$ cat src/hdl/tld_pkg.sv
// ----------------------------------------------------------------------------
// tld_pkg
// shared types, character codes and register layout of the terminal line
// discipline
// ----------------------------------------------------------------------------
package tld_pkg;

  localparam int LINE_LENGTH_DEF = 32;

  localparam int CFG_IDX_W  = 3;
  localparam int CFG_DATA_W = 24;

  localparam logic [7:0] CH_CR       = 8'h0D;
  localparam logic [7:0] CH_NL       = 8'h0A;
  localparam logic [7:0] CH_BS       = 8'h08;
  localparam logic [7:0] CH_TAB      = 8'h09;
  localparam logic [7:0] CH_ESC      = 8'h1B;
  localparam logic [7:0] CH_CARET    = 8'h5E;
  localparam logic [7:0] CTRL_OFFSET = 8'h40;
  localparam logic [7:0] CTRL_LIMIT  = 8'd32;

  localparam logic [23:0] ERASE_ECHO = 24'h082008;

  localparam int IM_IGNCR = 0;
  localparam int IM_ICRNL = 1;
  localparam int IM_INLCR = 2;

  localparam int LM_ECHO   = 0;
  localparam int LM_ECHOCTL = 1;
  localparam int LM_ISIG   = 2;
  localparam int LM_ICANON = 3;

  localparam logic [1:0] SIG_INTR = 2'd0;
  localparam logic [1:0] SIG_QUIT = 2'd1;
  localparam logic [1:0] SIG_SUSP = 2'd2;

  localparam logic [2:0]  INPUT_MODES_RST  = 3'd2;
  localparam logic [3:0]  LOCAL_MODES_RST  = 4'd15;
  localparam logic [23:0] SIGNAL_CHARS_RST = 24'h1A1C03;
  localparam logic [15:0] EDIT_CHARS_RST   = 16'h1508;
  localparam logic [23:0] END_CHARS_RST    = 24'h000004;

  typedef enum logic [CFG_IDX_W-1:0] {
    REG_INPUT_MODES  = 3'd0,
    REG_LOCAL_MODES  = 3'd1,
    REG_SIGNAL_CHARS = 3'd2,
    REG_EDIT_CHARS   = 3'd3,
    REG_END_CHARS    = 3'd4
  } reg_idx_t;

  typedef struct packed {
    logic [2:0]  input_modes;
    logic [3:0]  local_modes;
    logic [23:0] signal_chars;
    logic [15:0] edit_chars;
    logic [23:0] end_chars;
  } cfg_t;

  typedef enum logic [1:0] {
    ST_IDLE,
    ST_DECODE,
    ST_RUN
  } seq_state_t;

  typedef enum logic [1:0] {
    RUN_SINGLE,
    RUN_ERASE,
    RUN_RELEASE
  } run_kind_t;

  typedef struct packed {
    logic [1:0]  echo_count;
    logic [23:0] echo_bytes;
    logic        deliver_valid;
    logic [7:0]  deliver_byte;
    logic        signal_valid;
    logic [1:0]  signal_kind;
    logic        last;
  } result_t;

endpackage

$ cat src/hdl/tld_cfg_regs.sv
// ----------------------------------------------------------------------------
// tld_cfg_regs
// mode and special character registers, written through the config port
// ----------------------------------------------------------------------------
module tld_cfg_regs
  import tld_pkg::*;
(
  input  logic                  clk,
  input  logic                  rst_n,
  input  logic                  wr_en,
  input  logic [CFG_IDX_W-1:0]  wr_index,
  input  logic [CFG_DATA_W-1:0] wr_data,
  output cfg_t                  cfg
);

  cfg_t cfg_r;
  cfg_t cfg_nxt;

  always_comb begin
    cfg_nxt = cfg_r;
    if (wr_en) begin
      unique case (reg_idx_t'(wr_index))
        REG_INPUT_MODES:  cfg_nxt.input_modes  = wr_data[2:0];
        REG_LOCAL_MODES:  cfg_nxt.local_modes  = wr_data[3:0];
        REG_SIGNAL_CHARS: cfg_nxt.signal_chars = wr_data[23:0];
        REG_EDIT_CHARS:   cfg_nxt.edit_chars   = wr_data[15:0];
        REG_END_CHARS:    cfg_nxt.end_chars    = wr_data[23:0];
        default:          cfg_nxt = cfg_r;
      endcase
    end
  end

  always_ff @(posedge clk) begin
    if (!rst_n) begin
      cfg_r.input_modes  <= INPUT_MODES_RST;
      cfg_r.local_modes  <= LOCAL_MODES_RST;
      cfg_r.signal_chars <= SIGNAL_CHARS_RST;
      cfg_r.edit_chars   <= EDIT_CHARS_RST;
      cfg_r.end_chars    <= END_CHARS_RST;
    end else begin
      cfg_r <= cfg_nxt;
    end
  end

  assign cfg = cfg_r;

endmodule

$ cat src/hdl/tld_line_ram.sv
// ----------------------------------------------------------------------------
// tld_line_ram
// line store, one write and one registered read port
// ----------------------------------------------------------------------------
module tld_line_ram #(
  parameter int DEPTH = 32,
  parameter int AW    = $clog2(DEPTH)
) (
  input  logic          clk,
  input  logic          wr_en,
  input  logic [AW-1:0] wr_addr,
  input  logic [7:0]    wr_data,
  input  logic [AW-1:0] rd_addr,
  output logic [7:0]    rd_data
);

  logic [7:0] mem [DEPTH];
  logic [7:0] rd_data_r;

  always_ff @(posedge clk) begin
    if (wr_en) begin
      mem[wr_addr] <= wr_data;
    end
  end

  always_ff @(posedge clk) begin
    rd_data_r <= mem[rd_addr];
  end

  assign rd_data = rd_data_r;

endmodule

$ cat src/hdl/tld_seq.sv
// ----------------------------------------------------------------------------
// tld_seq
// decodes one received byte and sequences its result words, reading the
// line store one entry per cycle on a release while the output is not stalled
// ----------------------------------------------------------------------------
module tld_seq
  import tld_pkg::*;
#(
  parameter int LINE_LENGTH = LINE_LENGTH_DEF,
  parameter int AW          = $clog2(LINE_LENGTH),
  parameter int LW          = $clog2(LINE_LENGTH + 1),
  parameter int CW          = $clog2(LINE_LENGTH + 3)
) (
  input  logic          clk,
  input  logic          rst_n,
  input  cfg_t          cfg,
  input  logic          in_valid,
  output logic          in_stall,
  input  logic [7:0]    in_byte,
  output logic          out_valid,
  input  logic          out_stall,
  output result_t       out_res,
  output logic          mem_wr_en,
  output logic [AW-1:0] mem_wr_addr,
  output logic [7:0]    mem_wr_data,
  output logic [AW-1:0] mem_rd_addr,
  input  logic [7:0]    mem_rd_data
);

  seq_state_t state_r, state_nxt;

  logic [7:0]    byte_r;
  logic [7:0]    c_r, c_nxt;
  logic [LW-1:0] len_r, len_nxt;
  run_kind_t     kind_r, kind_nxt;
  logic [CW-1:0] total_r, total_nxt;
  logic [CW-1:0] idx_r, idx_nxt;
  logic [1:0]    head_cnt_r, head_cnt_nxt;
  logic [23:0]   head_bytes_r, head_bytes_nxt;
  logic          dv_r, dv_nxt;
  logic [7:0]    db_r, db_nxt;
  logic          sv_r, sv_nxt;
  logic [1:0]    sk_r, sk_nxt;
  logic          out_valid_r, out_valid_nxt;
  result_t       out_res_r, out_res_nxt;

  logic          do_decode;
  logic          do_load;
  logic          slot_free;
  result_t       res;

  // decode
  logic [7:0]    c;
  logic          ign, echo, caret, sig_hit, is_erase, is_kill, rel_match, wr_d;
  logic [1:0]    sig_kind;
  logic [23:0]   caret_bytes;
  logic [1:0]    plain_cnt;
  logic [23:0]   plain_bytes;
  logic [CW-1:0] n_erase;
  logic [LW-1:0] len_inc;

  always_comb begin
    c = byte_r;
    if (byte_r == CH_CR && cfg.input_modes[IM_ICRNL]) begin
      c = CH_NL;
    end else if (byte_r == CH_NL && cfg.input_modes[IM_INLCR]) begin
      c = CH_CR;
    end
    ign   = (byte_r == CH_CR) && cfg.input_modes[IM_IGNCR];
    echo  = cfg.local_modes[LM_ECHO];
    caret = echo && cfg.local_modes[LM_ECHOCTL] && (c < CTRL_LIMIT) &&
            (c != CH_NL) && (c != CH_CR) && (c != CH_BS) && (c != CH_TAB) &&
            (c != CH_ESC);
    caret_bytes = {8'h00, c + CTRL_OFFSET, CH_CARET};

    sig_hit  = 1'b0;
    sig_kind = SIG_INTR;
    if (cfg.local_modes[LM_ISIG]) begin
      if (c == cfg.signal_chars[7:0]) begin
        sig_hit  = 1'b1;
        sig_kind = SIG_INTR;
      end else if (c == cfg.signal_chars[15:8]) begin
        sig_hit  = 1'b1;
        sig_kind = SIG_QUIT;
      end else if (c == cfg.signal_chars[23:16]) begin
        sig_hit  = 1'b1;
        sig_kind = SIG_SUSP;
      end
    end

    is_erase  = (c == cfg.edit_chars[7:0]);
    is_kill   = (c == cfg.edit_chars[15:8]);
    rel_match = (c == cfg.end_chars[7:0]) || (c == CH_NL) ||
                (c == cfg.end_chars[15:8]) || (c == cfg.end_chars[23:16]);
    len_inc   = len_r + LW'(1);

    if (is_erase) begin
      n_erase = (len_r != '0 && echo) ? CW'(1) : '0;
    end else if (echo) begin
      n_erase = CW'(len_r) + (cfg.local_modes[LM_ECHOCTL] ? CW'(2) : CW'(0));
    end else begin
      n_erase = '0;
    end

    if (caret) begin
      plain_cnt   = 2'd2;
      plain_bytes = caret_bytes;
    end else if (echo) begin
      plain_cnt   = 2'd1;
      plain_bytes = {16'h0000, c};
    end else begin
      plain_cnt   = 2'd0;
      plain_bytes = '0;
    end
  end

  // plan of the result run for the decoded byte
  always_comb begin
    kind_nxt       = kind_r;
    total_nxt      = total_r;
    head_cnt_nxt   = head_cnt_r;
    head_bytes_nxt = head_bytes_r;
    dv_nxt         = dv_r;
    db_nxt         = db_r;
    sv_nxt         = sv_r;
    sk_nxt         = sk_r;
    c_nxt          = c_r;
    len_nxt        = len_r;
    wr_d           = 1'b0;
    if (do_decode) begin
      kind_nxt       = RUN_SINGLE;
      total_nxt      = CW'(1);
      head_cnt_nxt   = caret ? 2'd2 : 2'd0;
      head_bytes_nxt = caret ? caret_bytes : '0;
      dv_nxt         = 1'b0;
      db_nxt         = '0;
      sv_nxt         = 1'b0;
      sk_nxt         = '0;
      c_nxt          = c;
      if (ign) begin
        head_cnt_nxt   = 2'd0;
        head_bytes_nxt = '0;
      end else if (sig_hit) begin
        sv_nxt = 1'b1;
        sk_nxt = sig_kind;
      end else if (cfg.local_modes[LM_ICANON]) begin
        if (is_erase || is_kill) begin
          if (n_erase != '0) begin
            kind_nxt       = RUN_ERASE;
            total_nxt      = n_erase + CW'(caret);
            head_cnt_nxt   = caret ? 2'd2 : 2'd3;
            head_bytes_nxt = caret ? caret_bytes : ERASE_ECHO;
          end
          if (is_erase) begin
            len_nxt = (len_r != '0) ? len_r - LW'(1) : len_r;
          end else begin
            len_nxt = '0;
          end
        end else begin
          head_cnt_nxt   = plain_cnt;
          head_bytes_nxt = plain_bytes;
          wr_d           = 1'b1;
          if (rel_match || len_inc == LW'(LINE_LENGTH)) begin
            kind_nxt  = RUN_RELEASE;
            total_nxt = CW'(len_inc);
            len_nxt   = '0;
          end else begin
            len_nxt = len_inc;
          end
        end
      end else begin
        head_cnt_nxt   = plain_cnt;
        head_bytes_nxt = plain_bytes;
        dv_nxt         = 1'b1;
        db_nxt         = c;
      end
    end
  end

  // current result word of the run
  always_comb begin
    res = '0;
    res.last = (idx_r == total_r - CW'(1));
    if (idx_r == '0) begin
      res.echo_count = head_cnt_r;
      res.echo_bytes = head_bytes_r;
    end else if (kind_r == RUN_ERASE) begin
      res.echo_count = 2'd3;
      res.echo_bytes = ERASE_ECHO;
    end
    if (kind_r == RUN_RELEASE) begin
      res.deliver_valid = 1'b1;
      res.deliver_byte  = res.last ? c_r : mem_rd_data;
    end else begin
      res.deliver_valid = dv_r;
      res.deliver_byte  = db_r;
    end
    res.signal_valid = sv_r;
    res.signal_kind  = sk_r;
  end

  // next state
  always_comb begin
    state_nxt = state_r;
    unique case (state_r)
      ST_IDLE:   if (in_valid) state_nxt = ST_DECODE;
      ST_DECODE: state_nxt = ST_RUN;
      ST_RUN:    if (slot_free && res.last) state_nxt = ST_IDLE;
      default:   state_nxt = ST_IDLE;
    endcase
  end

  // state outputs
  always_comb begin
    in_stall  = 1'b1;
    do_decode = 1'b0;
    do_load   = 1'b0;
    unique case (state_r)
      ST_IDLE:   in_stall = 1'b0;
      ST_DECODE: do_decode = 1'b1;
      ST_RUN:    do_load = slot_free;
      default:   in_stall = 1'b1;
    endcase
  end

  assign slot_free = !out_valid_r || !out_stall;

  always_comb begin
    idx_nxt = idx_r;
    if (do_decode) begin
      idx_nxt = '0;
    end else if (do_load && !res.last) begin
      idx_nxt = idx_r + CW'(1);
    end
  end

  always_comb begin
    out_valid_nxt = out_valid_r;
    out_res_nxt   = out_res_r;
    if (do_load) begin
      out_valid_nxt = 1'b1;
      out_res_nxt   = res;
    end else if (!out_stall) begin
      out_valid_nxt = 1'b0;
    end
  end

  always_ff @(posedge clk) begin
    if (!rst_n) begin
      state_r     <= ST_IDLE;
      len_r       <= '0;
      out_valid_r <= 1'b0;
    end else begin
      state_r     <= state_nxt;
      len_r       <= len_nxt;
      out_valid_r <= out_valid_nxt;
    end
  end

  always_ff @(posedge clk) begin
    if (!in_stall && in_valid) begin
      byte_r <= in_byte;
    end
    c_r          <= c_nxt;
    kind_r       <= kind_nxt;
    total_r      <= total_nxt;
    idx_r        <= idx_nxt;
    head_cnt_r   <= head_cnt_nxt;
    head_bytes_r <= head_bytes_nxt;
    dv_r         <= dv_nxt;
    db_r         <= db_nxt;
    sv_r         <= sv_nxt;
    sk_r         <= sk_nxt;
    out_res_r    <= out_res_nxt;
  end

  // store is read one entry ahead of the word being formed
  assign mem_rd_addr = (idx_nxt < CW'(LINE_LENGTH)) ? idx_nxt[AW-1:0] : '0;
  assign mem_wr_en   = do_decode && wr_d;
  assign mem_wr_addr = len_r[AW-1:0];
  assign mem_wr_data = c;

  assign out_valid = out_valid_r;
  assign out_res   = out_res_r;

endmodule

$ cat src/hdl/terminal_line_discipline.sv
// ----------------------------------------------------------------------------
// terminal_line_discipline
// receive side of a terminal line discipline: input translation, echo,
// signal characters and canonical line editing over a line store
//
//   channel  direction  handshake           payload
//   in       input      in_valid/in_stall   in_rx_byte
//   out      output     out_valid/out_stall echo, deliver, signal, last
//   cfg      input      cfg_valid/cfg_ready cfg_index, cfg_data
//
// an item is accepted, then decoded, then its result words go out one per cycle
// while the output does not stall, paced by the single line store read port
// a release or kill gives up to LINE_LENGTH + 2 words
// reset empties the line; the store itself is not cleared
// a stalled output holds its word and the sequencer waits on it
// ----------------------------------------------------------------------------
module terminal_line_discipline
  import tld_pkg::*;
#(
  parameter int LINE_LENGTH = LINE_LENGTH_DEF
) (
  input  logic                  clk,
  input  logic                  rst_n,
  input  logic                  in_valid,
  output logic                  in_stall,
  input  logic [7:0]            in_rx_byte,
  output logic                  out_valid,
  input  logic                  out_stall,
  output logic [1:0]            out_echo_count,
  output logic [23:0]           out_echo_bytes,
  output logic                  out_deliver_valid,
  output logic [7:0]            out_deliver_byte,
  output logic                  out_signal_valid,
  output logic [1:0]            out_signal_kind,
  output logic                  out_last,
  input  logic                  cfg_valid,
  output logic                  cfg_ready,
  input  logic [CFG_IDX_W-1:0]  cfg_index,
  input  logic [CFG_DATA_W-1:0] cfg_data
);

  localparam int AW = $clog2(LINE_LENGTH);

  cfg_t          cfg;
  result_t       res;
  logic          mem_wr_en;
  logic [AW-1:0] mem_wr_addr;
  logic [7:0]    mem_wr_data;
  logic [AW-1:0] mem_rd_addr;
  logic [7:0]    mem_rd_data;

  assign cfg_ready = 1'b1;

  tld_cfg_regs u_cfg (
    .clk      (clk),
    .rst_n    (rst_n),
    .wr_en    (cfg_valid && cfg_ready),
    .wr_index (cfg_index),
    .wr_data  (cfg_data),
    .cfg      (cfg)
  );

  tld_line_ram #(
    .DEPTH (LINE_LENGTH),
    .AW    (AW)
  ) u_ram (
    .clk     (clk),
    .wr_en   (mem_wr_en),
    .wr_addr (mem_wr_addr),
    .wr_data (mem_wr_data),
    .rd_addr (mem_rd_addr),
    .rd_data (mem_rd_data)
  );

  tld_seq #(
    .LINE_LENGTH (LINE_LENGTH),
    .AW          (AW)
  ) u_seq (
    .clk         (clk),
    .rst_n       (rst_n),
    .cfg         (cfg),
    .in_valid    (in_valid),
    .in_stall    (in_stall),
    .in_byte     (in_rx_byte),
    .out_valid   (out_valid),
    .out_stall   (out_stall),
    .out_res     (res),
    .mem_wr_en   (mem_wr_en),
    .mem_wr_addr (mem_wr_addr),
    .mem_wr_data (mem_wr_data),
    .mem_rd_addr (mem_rd_addr),
    .mem_rd_data (mem_rd_data)
  );

  assign out_echo_count    = res.echo_count;
  assign out_echo_bytes    = res.echo_bytes;
  assign out_deliver_valid = res.deliver_valid;
  assign out_deliver_byte  = res.deliver_byte;
  assign out_signal_valid  = res.signal_valid;
  assign out_signal_kind   = res.signal_kind;
  assign out_last          = res.last;

`ifndef SYNTHESIS
  // busy right after taking a word
  assert property (@(posedge clk) disable iff (!rst_n)
    (in_valid && !in_stall) |=> in_stall)
    else $error("input taken while the sequencer was still busy");

  assert property (@(posedge clk) disable iff (!rst_n)
    out_valid |-> !(out_deliver_valid && out_signal_valid))
    else $error("delivery and signal in the same word");

  assert property (@(posedge clk) disable iff (!rst_n)
    (out_valid && out_signal_valid) |-> out_last)
    else $error("signal word is not the final word of its byte");

  assert property (@(posedge clk) disable iff (!rst_n)
    (out_valid && out_echo_count == 2'd0) |-> (out_echo_bytes == 24'h000000))
    else $error("echo bytes set with an empty echo count");
`endif

endmodule

$ cat config.mk
export PLATFORM = sky130hd
export DESIGN_NAME = terminal_line_discipline
export DESIGN_NICKNAME = d
export VERILOG_FILES = /design/src/hdl/tld_pkg.sv /design/src/hdl/tld_cfg_regs.sv /design/src/hdl/tld_line_ram.sv /design/src/hdl/tld_seq.sv /design/src/hdl/terminal_line_discipline.sv
export SDC_FILE = /design/constraint.sdc
export NUM_CORES = 1
export LEC_CHECK = 0
export ABC_CLOCK_PERIOD_IN_PS = 6950
export BUFFER_PORTS_ARGS = -buffer_cell sky130_fd_sc_hd__buf_2
export CAP_MARGIN = 20
export CORE_AREA = 3 3 225 227
export DETAILED_ROUTE_END_ITERATION = 8
export DIE_AREA = 0 0 228 230
export HOLD_SLACK_MARGIN = 0.15
export PLACE_DENSITY_LB_ADDON = 0.25
export SYNTH_ARGS = -nofsm -noshare
export SYNTH_HDL_FRONTEND = slang
export SYNTH_SLANG_ARGS = --single-unit
$ cat constraint.sdc
create_clock -name clk -period 6.95 [get_ports clk]
set_clock_uncertainty 0.05 [all_clocks]
set_input_delay 1.0425 -clock clk [delete_from_list [all_inputs] [get_ports clk]]
set_output_delay 1.0425 -clock clk [all_outputs]
set_load 0.01 [all_outputs]
==> metrics.yaml <==
hold_path:
  min-delay-start: "u_seq.sk_r[1]"
  hold_depth: 0
  hp-class: "reg -> reg"
  worstHoldEndpoint: "u_seq.out_res[2]"
cells_and_area:
  fill_cells: 4614
  area_delta_synth_final_pct: 12.3
  fin_nets: 1707
  antenna_cells: 0
  layout-drive-gt1-share: 0.136
grt:
  grt.total_usage: 0.194
  grt-ovfl-total: 0
  grt_max_degree: 59
  grt_pass1_wl_um: 77800
  grt_pass1_vias: 12600
  antenna_found_initial: 0
sta:
  maxSlewViolCount: 0
  tightest_slew_ns: 1.13
  fmax_mhz: 190
  final-setup-viol-count: 0
  finalCriticalPeriod_ns: 5.26
  post-route-period-util: 0.757
  hold_slack_ns: 0.368
  rsz0062_at_grt: "no"
  maxSlewHeadroom: 0.237
  setup_tns_ns: 0
  finalHoldViolCount: 0
routing:
  drc_errors: 0
  wl_per_cell_um: 22.1
  via_per_inst: 5.47
  drtAntennaViolNets: 0
  wirelength_um: 52000
  drt_first_iter_violations: 1260
  vias: 12900
  detail_route.first_pass.iterations: 5
yosys:
  synth_cells: 1611
  yosysSeqAreaShare: 0.629
  syn_area_sq_um: 19400
  synth-seq-cells: 437
  avgSynthCellArea_sq_um: 12.0
  yosysWarningCount: 0
  synthFlopType: "edfxtp_1"
  synthArstFlopShare: 0
  synth_edf_count: 343
  yosys.cell_types.count: 92
cts:
  clock-root-buffer: "clkbuf_16"
  hold_buffers: 0
  clockBufferDepth: 3
  cts_made_buffers: 46
  path_clk_slew_ns: 0.06
  cts_setup_buffers: 0
  cts_resized: 0
  htree_levels: 2
  cts_tree: "done"
  cts_sinks: 437
  clk_latency_ns: 0.59
pwr:
  ir_worst_vdd_uv: 183
  powerDensity_nw_per_um2: 308
  p_leak_nw: 7.64
place:
  place_hpwl_um: 34100
  port_buffers: 73
  place.gp.congestion: 0.867
worst_setup_path:
  reg2reg_from: "u_seq.byte_r[5]"
  crit_path_end_kind: "flip-flop"
  cp.required_ns: 7.10
  crit_arrival_ns: 5.41
  crit_fanout: 45
  r2r_slack_ns: 1.69
  r2r_cells: 11
  worstSetupPathType: "reg -> reg"
  cp-start-kind: "flip-flop"
  worstReg2RegEnd: "u_ram.mem[28][0]"
die:
  start_util: 0.397
  row_count: 81
  die_w_um: 228
  core-area_sq_um: 48800
  die_h_um: 230
  io_pins: 82
  die-area_sq_um: 52400
flow_run:
  max_cap_viol_count: 0
status:
  outcome: "complete, no violations"
-- flip-flops by register name, indices dropped and copies added (netlist names), 8 cells and up --
register,count
u_cfg.cfg,71
u_ram.rd_data,8
u_seq.out_res,32
u_seq.head_bytes_r,17
u_seq.byte_r,8
u_seq.db_r,8
u_seq.c_r,8
u_ram.mem,256
-- worst max-delay path by stage --
stage | from | end | slack [ns] | cells after the start
after floorplan | u_seq.state_r[1] | u_ram.mem[12][0] | 3.22 | 8
after global placement | u_seq.byte_r[5] | u_ram.mem[1][6] | 1.81 | 11
after detailed placement | u_seq.byte_r[5] | u_ram.mem[21][7] | 1.68 | 11
after CTS | u_seq.byte_r[5] | u_ram.mem[21][7] | 1.66 | 11
after global routing | u_seq.byte_r[5] | u_ram.mem[21][6] | 1.29 | 11
final | u_seq.byte_r[5] | u_ram.mem[28][0] | 1.69 | 11
-- cells in the final DEF (no fill, tap or decap), types with 9 or more instances in the layout --
cell type	count
mux2i_1	84
a211oi_1	11
ha_1	12
o211ai_1	14
o32ai_1	18
clkbuf_16	47
nand2b_1	10
xor2_1	35
clkbuf_1	13
a21oi_1	88
buf_4	16
nor2_1	92
a2bb2oi_1	15
a31oi_1	11
and3_1	11
and2_1	24
buf_2	73
inv_1	25
nor3_1	30
o21ai_0	65
nand2_1	220
dfxtp_1	94
mux2_2	30
edfxtp_1	343
o22ai_1	38
xnor2_1	34
clkinv_2	9
o21a_1	11
nand4_1	9
nand3_1	48
-- layout make-up --
cell class              count  area [sq um]  share of cell area
clock inverters            20           145             0.00667
inverters                  36           136             0.00627
flip-flops and latches    437         12200               0.560
multi-input cells        1042          6640               0.305
clock buffers              64          1280              0.0588
repair buffers             92           537              0.0247
well taps                 664           831              0.0382
-- cell families after synthesis --
group,Yosys count,synth area share
other,2,0.000388
buffers and inverters,138,0.0311
flip-flops,437,0.629
multiplexers,115,0.0614
AO/OA/AOI/OAI,336,0.116
AND/OR/NAND/NOR,499,0.120
adder cells (fa/ha/maj),12,0.00775
XOR/XNOR,72,0.0340
-- critical path, cell delays in order, from the launching register on --
cell and delay [ns]:
edfxtp_1 0.38, buf_4 0.36, nor3_2 0.56, a21oi_1 0.16, o21a_1 0.33, inv_2 0.73
xnor2_1 0.22, a2111o_1 0.16, nand2_2 0.11, nor2_2 0.38, nand3_1 0.65, nor2_1 0.77
-- power by group --
group | internal (mW) | switching (mW)
Combinational | 0.481 | 0.865
Sequential | 2.94 | 0.0781
Clock | 1.33 | 1.00
Total | 4.74 | 1.95
-- metrics by stage --
stage               power (mW)  instance area, sq um  std cells   util  worst slack, ns
global placement          4.39                 20300       2269  0.415             1.81
floorplan                 3.97                 19400       1617      -             3.22
detailed placement        4.41                 20300       2270  0.416             1.68
finish                    6.69                 21800       2355  0.445             1.69
global route              6.97                 21800       2355  0.445             1.29
CTS                       6.74                 21700       2354  0.445             1.66
-- layer usage --
layer / vias to the layer above / wire length [um] / GRT usage
li1: 6077 / - / -
met3: 93 / 3100 / 0.0297
met2: 413 / 24300 / 0.315
met5: - / 0 / 0
met4: 0 / 1750 / 0.0661
met1: 6290 / 22800 / 0.268
-- Yosys cell counts (3+ instances only) --
library cell,count,share of area
edfxtp_1,343,0.53
nand2_1,220,0.043
dfxtp_1,94,0.097
nor2_1,93,0.018
a21oi_1,88,0.023
mux2i_1,85,0.044
o21ai_0,65,0.017
clkbuf_1,58,0.011
nand3_1,48,0.012
o22ai_1,38,0.012
xor2_1,35,0.016
xnor2_1,34,0.015
mux2_2,30,0.017
nor3_1,30,0.0078
inv_1,29,0.0056
and2_1,24,0.0078
buf_2,21,0.0054
o32ai_1,18,0.0081
a2bb2oi_1,15,0.0068
o211ai_1,14,0.0054
ha_1,12,0.0078
a211oi_1,11,0.0043
a31oi_1,11,0.0036
and3_1,11,0.0036
buf_4,11,0.0043
o21a_1,11,0.0043
buf_1,10,0.0019
nand2b_1,10,0.0032
nand4_1,9,0.0029
nor2b_1,8,0.0026
o221ai_1,8,0.0036
a21o_1,6,0.0023
a221oi_1,6,0.0027
inv_2,6,0.0012
nor4_1,6,0.0019
or2_2,5,0.0016
a21oi_2,4,0.0018
nand3b_1,4,0.0016
nand4b_1,4,0.0018
a2111oi_0,3,0.0014
a32oi_1,3,0.0014
o311a_1,3,0.0016
Power figures use the tool's default switching activity.
